## config.mk

```make
export PLATFORM = sky130hd
export DESIGN_NAME = nlog_div
export DESIGN_NICKNAME = d
export VERILOG_FILES = /design/src/rtl/nlog_pkg.sv /design/src/rtl/nlog_div.sv
export SDC_FILE = /design/constraint.sdc
export NUM_CORES = 2
export LEC_CHECK = 0
export BUFFER_PORTS_ARGS = -buffer_cell sky130_fd_sc_hd__buf_2
export CORE_UTILIZATION = 30
export CTS_CLUSTER_DIAMETER = 100
export CTS_CLUSTER_SIZE = 10
export DETAILED_ROUTE_END_ITERATION = 16
export PLACE_DENSITY_LB_ADDON = 0.08
export SKIP_CTS_REPAIR_TIMING = 1
export SYNTH_ARGS = -nofsm -noshare
export SYNTH_HDL_FRONTEND = slang
export SYNTH_SLANG_ARGS = --single-unit
```

## constraint.sdc

```tcl
create_clock -name clk -period 24.3 [get_ports clk]
set_clock_uncertainty 0.1 [all_clocks]
set_input_delay 3.645 -clock clk [delete_from_list [all_inputs] [get_ports clk]]
set_output_delay 3.645 -clock clk [all_outputs]
set_load 0.03 [all_outputs]
```

## src/rtl/nlog_pkg.sv

```systemverilog
// ----------------------------------------------------------------------------
// nlog_pkg
// shared types, widths and constants of the natural log pipeline
// ----------------------------------------------------------------------------
`timescale 1ns / 1ps

package nlog_pkg;

  localparam int FRAC_BITS_DEF    = 24;
  localparam int SERIES_TERMS_DEF = 5;
  localparam int MAX_TERMS        = 8;

  localparam int MANT_W   = 24;
  localparam int DEN_W    = 25;
  localparam int REM_W    = 25;
  localparam int Z_W      = 32;
  localparam int DIV_STEP = 4;
  localparam int EXP_W    = 9;
  localparam int ACC_W    = 33;
  localparam int TOT_W    = 58;
  localparam int LN2_W    = 48;
  localparam int RECIP_W  = 35;
  localparam int RECIP_SH = 34;
  localparam int DIV_W    = 4;
  localparam int LZ_W     = 5;

  localparam logic [MANT_W-1:0] HIDDEN  = 24'h80_0000;
  localparam logic [LN2_W-1:0]  LN2_Q48 = 48'hB172_17F7_D1CF;

  localparam logic [1:0] ERR_NONE    = 2'd0;
  localparam logic [1:0] ERR_ZERO    = 2'd1;
  localparam logic [1:0] ERR_NEG     = 2'd2;
  localparam logic [1:0] ERR_INF_NAN = 2'd3;

  // odd divisors of the series terms and their scaled reciprocals
  localparam logic [DIV_W-1:0] TERM_DIV [MAX_TERMS] = '{
    4'd1, 4'd3, 4'd5, 4'd7, 4'd9, 4'd11, 4'd13, 4'd15
  };
  localparam logic [RECIP_W-1:0] RECIP [MAX_TERMS] = '{
    35'd17179869184, 35'd5726623061, 35'd3435973836, 35'd2454267026,
    35'd1908874353, 35'd1561806289, 35'd1321528398, 35'd1145324612
  };

  typedef struct packed {
    logic signed [EXP_W-1:0] expo;
    logic [1:0]              err;
  } side_t;

  // fix an estimate that may be one below floor(pv / d)
  function automatic logic [Z_W-1:0] term_fix(input logic [Z_W-1:0] q0,
                                                input logic [Z_W-1:0] pv,
                                                input logic [2:0] k);
    logic [Z_W+DIV_W-1:0] qd;
    logic [Z_W+DIV_W-1:0] rem;
    qd  = (Z_W+DIV_W)'(q0) * (Z_W+DIV_W)'(TERM_DIV[k]);
    rem = (Z_W+DIV_W)'(pv) - qd;
    if (rem >= (Z_W+DIV_W)'(TERM_DIV[k])) begin
      return q0 + Z_W'(1);
    end
    return q0;
  endfunction

endpackage

```

## src/rtl/nlog_div.sv

```systemverilog
// ----------------------------------------------------------------------------
// nlog_div
// pipelined restoring divider for z = (m-1)/(m+1), DIV_STEP quotient bits a stage
// ----------------------------------------------------------------------------
`timescale 1ns / 1ps

module nlog_div (
  input  logic                        clk,
  input  logic                        rst,
  input  logic                        in_valid,
  output logic                        in_ready,
  input  logic [nlog_pkg::MANT_W-1:0] in_mant,
  input  nlog_pkg::side_t             in_side,
  output logic                        out_valid,
  input  logic                        out_ready,
  output logic [nlog_pkg::Z_W-1:0]    out_z,
  output nlog_pkg::side_t             out_side
);
  import nlog_pkg::*;

  localparam int NST = Z_W / DIV_STEP;

  logic [NST-1:0]   v;
  logic [NST:0]     en;
  logic [REM_W-1:0] rem  [NST];
  logic [Z_W-1:0]   quo  [NST];
  logic [DEN_W-1:0] den  [NST];
  side_t            side [NST];

  assign en[NST] = out_ready;

  for (genvar i = 0; i < NST; i++) begin : g_st
    logic             v_in;
    logic [REM_W-1:0] r_in;
    logic [Z_W-1:0]   q_in;
    logic [DEN_W-1:0] d_in;
    side_t            s_in;
    logic [REM_W-1:0] r_next;
    logic [Z_W-1:0]   q_next;

    if (i == 0) begin : g_first
      assign v_in = in_valid;
      assign r_in = REM_W'(in_mant[MANT_W-2:0]);
      assign q_in = '0;
      assign d_in = DEN_W'(in_mant) + DEN_W'(HIDDEN);
      assign s_in = in_side;
    end else begin : g_rest
      assign v_in = v[i-1];
      assign r_in = rem[i-1];
      assign q_in = quo[i-1];
      assign d_in = den[i-1];
      assign s_in = side[i-1];
    end

    assign en[i] = !v[i] || en[i+1];

    always_comb begin
      logic [REM_W:0] t;
      r_next = r_in;
      q_next = q_in;
      for (int k = 0; k < DIV_STEP; k++) begin
        t = {r_next, 1'b0};
        if (t >= (REM_W+1)'(d_in)) begin
          r_next = REM_W'(t - (REM_W+1)'(d_in));
          q_next = {q_next[Z_W-2:0], 1'b1};
        end else begin
          r_next = REM_W'(t);
          q_next = {q_next[Z_W-2:0], 1'b0};
        end
      end
    end

    always_ff @(posedge clk) begin
      if (rst) begin
        v[i] <= 1'b0;
      end else if (en[i]) begin
        v[i] <= v_in;
      end
    end

    always_ff @(posedge clk) begin
      if (en[i]) begin
        rem[i]  <= r_next;
        quo[i]  <= q_next;
        den[i]  <= d_in;
        side[i] <= s_in;
      end
    end
  end

  assign in_ready  = en[0];
  assign out_valid = v[NST-1];
  assign out_z     = quo[NST-1];
  assign out_side  = side[NST-1];

endmodule

```

==> results.sh <==
export IMPL_status="finished clean"
export IMPL_r2r_slack_ps=9290
export IMPL_globalplace_congestion=0.866
export IMPL_placementRows=168
export IMPL_antenna_found_initial=5
export IMPL_worstSetupStartpointType="input pin"
export IMPL_path_max_fanout=32
export IMPL_cts_root_buf="clkbuf_16"
export IMPL_routed_via_density=5.33
export IMPL_async_reset_ff_share_pct=0
export IMPL_tightest_slew_ps=1140
export IMPL_cts_sinks=590
export IMPL_numPortBuffers=83
export IMPL_hold_viol=0
export IMPL_crit_cells=50
export IMPL_synth_nets=7895
export IMPL_detail_route_antenna_nets=0
export IMPL_drive_gt1_share_pct=10.7
export IMPL_cp_num_buf_inv=6
export IMPL_r2r_end="rem[3][20]"
export IMPL_area_delta_synth_final_pct=9.22
export IMPL_critical_path_endpoint="rem[0][5]"
export IMPL_fillers=21900
export IMPL_cp_startpoint="in_mant[0]"
export IMPL_criticalPathCategory="in -> reg"
export IMPL_synth_distinct_cells=115
export IMPL_finalCritPeriodShare_pct=69.5
export IMPL_grt_max_degree=73
export IMPL_relSlewSlack_pct=23.3
export IMPL_die_h_um=462
export IMPL_synth_edff_count=582
export IMPL_cp_end_kind="flop"
export IMPL_yosysSeqAreaShare_pct=27.7
export IMPL_slowest_stage="inv_1"
export IMPL_ys_seq_elements=590
export IMPL_start_util_pct=30.3
export IMPL_grt_pass1_wl_mm=317
export IMPL_drtPass1Iterations=5
export IMPL_r2r_start="den[2][0]"
export IMPL_drc=0
export IMPL_rsz0062_at_grt="no"
export IMPL_mostFrequentLayoutCells="ha_1 (775), a21oi_1 (638), nor2_1 (594), edfxtp_1 (582), nand2_1 (444)"
export IMPL_yosysWarnings=0
export IMPL_place_hpwl_mm=173
export IMPL_critPathTopFamily="compound AO/OA/AOI/OAI gates"
export IMPL_layout_min_cycle_time_ps=16900
export IMPL_finalSetupViolCount=0
export IMPL_cts_inserted_buffers=76
export IMPL_cp_required_ps=24650
export IMPL_clock_latency_ps=710
export IMPL_routedWlPerCell_um=21.1
export IMPL_fmax_mhz=59.2
export IMPL_track_usage_pct=19.1
export IMPL_io_pins=84
export IMPL_drv_slew=0
export IMPL_cp_data_arrival_time_ps=17240
export IMPL_die_w_um=462
export IMPL_htreeDepth=3
export IMPL_dieArea_um2=214000
export IMPL_synthFlopType="edfxtp_1"
export IMPL_final_common_cell="ha_1"
export IMPL_syn_inst=7074
export IMPL_vias=53200
export IMPL_cap_violations=0
export IMPL_routed_wl_mm=211
export IMPL_min_from="quo[1][0]"
export IMPL_grt_pass1_vias=50800
export IMPL_cp_slowest_stage_delay_ps=840
export IMPL_cts_tree="built"
export IMPL_final_net_count=7960
export IMPL_clock_path_buffers=3
export IMPL_drt_iter0_markers=3825
export IMPL_syn_cell_area_um2=63600
export IMPL_rr_worst_depth=46
export IMPL_setup_tns_final_ps=0
export IMPL_syn_mean_instance_area_um2=8.99
export IMPL_grt_overflow_total=0
export IMPL_min_path_type="reg -> reg"
export IMPL_core_area_um2=210000
export IMPL_clk_pin_slew_ps=60
==> metal layers <==
metal | GRT usage (%) | vias up | wire, um
li1 | - | 26600 | -
met1 | 27.0 | 25500 | 103000
met2 | 31.3 | 925 | 96600
met3 | 1.76 | 151 | 7200
met4 | 3.77 | 0 | 3720
met5 | 0 | - | 0
==> area by class of cell <==
type / count / area (um^2) / share of cell area [%]
multi-input combinational: 5904 / 43600 / 62.8
sequential: 590 / 17600 / 25.4
tap: 2805 / 3510 / 5.05
clock buffer: 98 / 1990 / 2.87
inverter: 441 / 1660 / 2.39
timing repair buffer: 126 / 738 / 1.06
clock inverter: 20 / 274 / 0.395
antenna: 4 / 10.0 / 0.0144
==> per-stage QoR <==
| stage | util [%] | instances | setup WS (ps) | hold slack, ps | cell area, um^2 |
|---|---|---|---|---|---|
| 2_1_floorplan | - | 7074 | 9900 | 300 | 63600 |
| 3_3_place_gp | 32.0 | 9866 | 6970 | 301 | 67200 |
| 3_5_place_dp | 32.0 | 9866 | 6810 | 305 | 67200 |
| 4_1_cts | 33.0 | 9984 | 7570 | 304 | 69400 |
| 5_1_grt | 33.0 | 9986 | 6520 | 320 | 69500 |
| 6_report | 33.0 | 9988 | 7400 | 311 | 69500 |
==> Yosys cell counts, drive strengths merged, types with 14 or more instances <==
master   instances  area [um^2]
a211o           31          272
or2             41          259
nor3           165          831
nand2          447         1690
a211oi          70          546
xnor2          398         3490
o211ai          53          417
mux2           422         4890
o31a            25          219
and4            19          166
mux2i           44          448
ha             775         9700
clkbuf          67          251
a41oi           15          139
a2111oi         14          129
nor2           595         2240
o221ai          16          140
a21oi          644         3250
nor4            29          181
inv            440         1650
a22oi           18          135
a31oi           77          503
o21a           134         1020
a221o           17          170
nand3          120          601
edfxtp         582        17500
nor2b           92          576
or3             53          337
o21bai          93          698
buf             72          490
a21o           239         1790
and3            65          407
nand4           95          594
nor3b           22          165
a31o            29          254
xor2           188         1650
and2            54          338
nand2b          86          538
a21boi          32          240
o21ai          424         2140
a221oi          15          155
o31ai           56          444
o311ai          15          139
==> registers in the layout, indices dropped and copies added, names as in the netlist <==
| name | flops |
|---|---|
| out_valid | 1 |
| rem | 175 |
| g_st.v_in | 7 |
| quo | 144 |
| den | 175 |
| side | 88 |
==> worst min path at each step <==
stage | endpoint | cells after the start | slack, ps
global route | side[1][42] | 0 | 320
detailed placement | quo[0][72] | 0 | 300
finish | quo[1][36] | 0 | 310
global placement | side[0][35] | 0 | 300
floorplan | quo[0][100] | 0 | 300
CTS | quo[1][36] | 0 | 300
==> kinds of logic (layout without fill, tap and decap cells) <==
group	Yosys count	in the layout	share of synthesized area, %
XOR/XNOR	586	586	8.07
multiplexers	466	466	8.40
other	0	4	0
adder cells (fa/ha/maj)	782	782	15.5
buffers and inverters	580	685	3.77
AND/OR/NAND/NOR	1937	1937	14.8
flip-flops	590	590	27.7
AO/OA/AOI/OAI	2133	2133	21.8
Power is not shown: default switching activity piles up to over one toggle a cycle in this logic, so the estimate is an artifact.
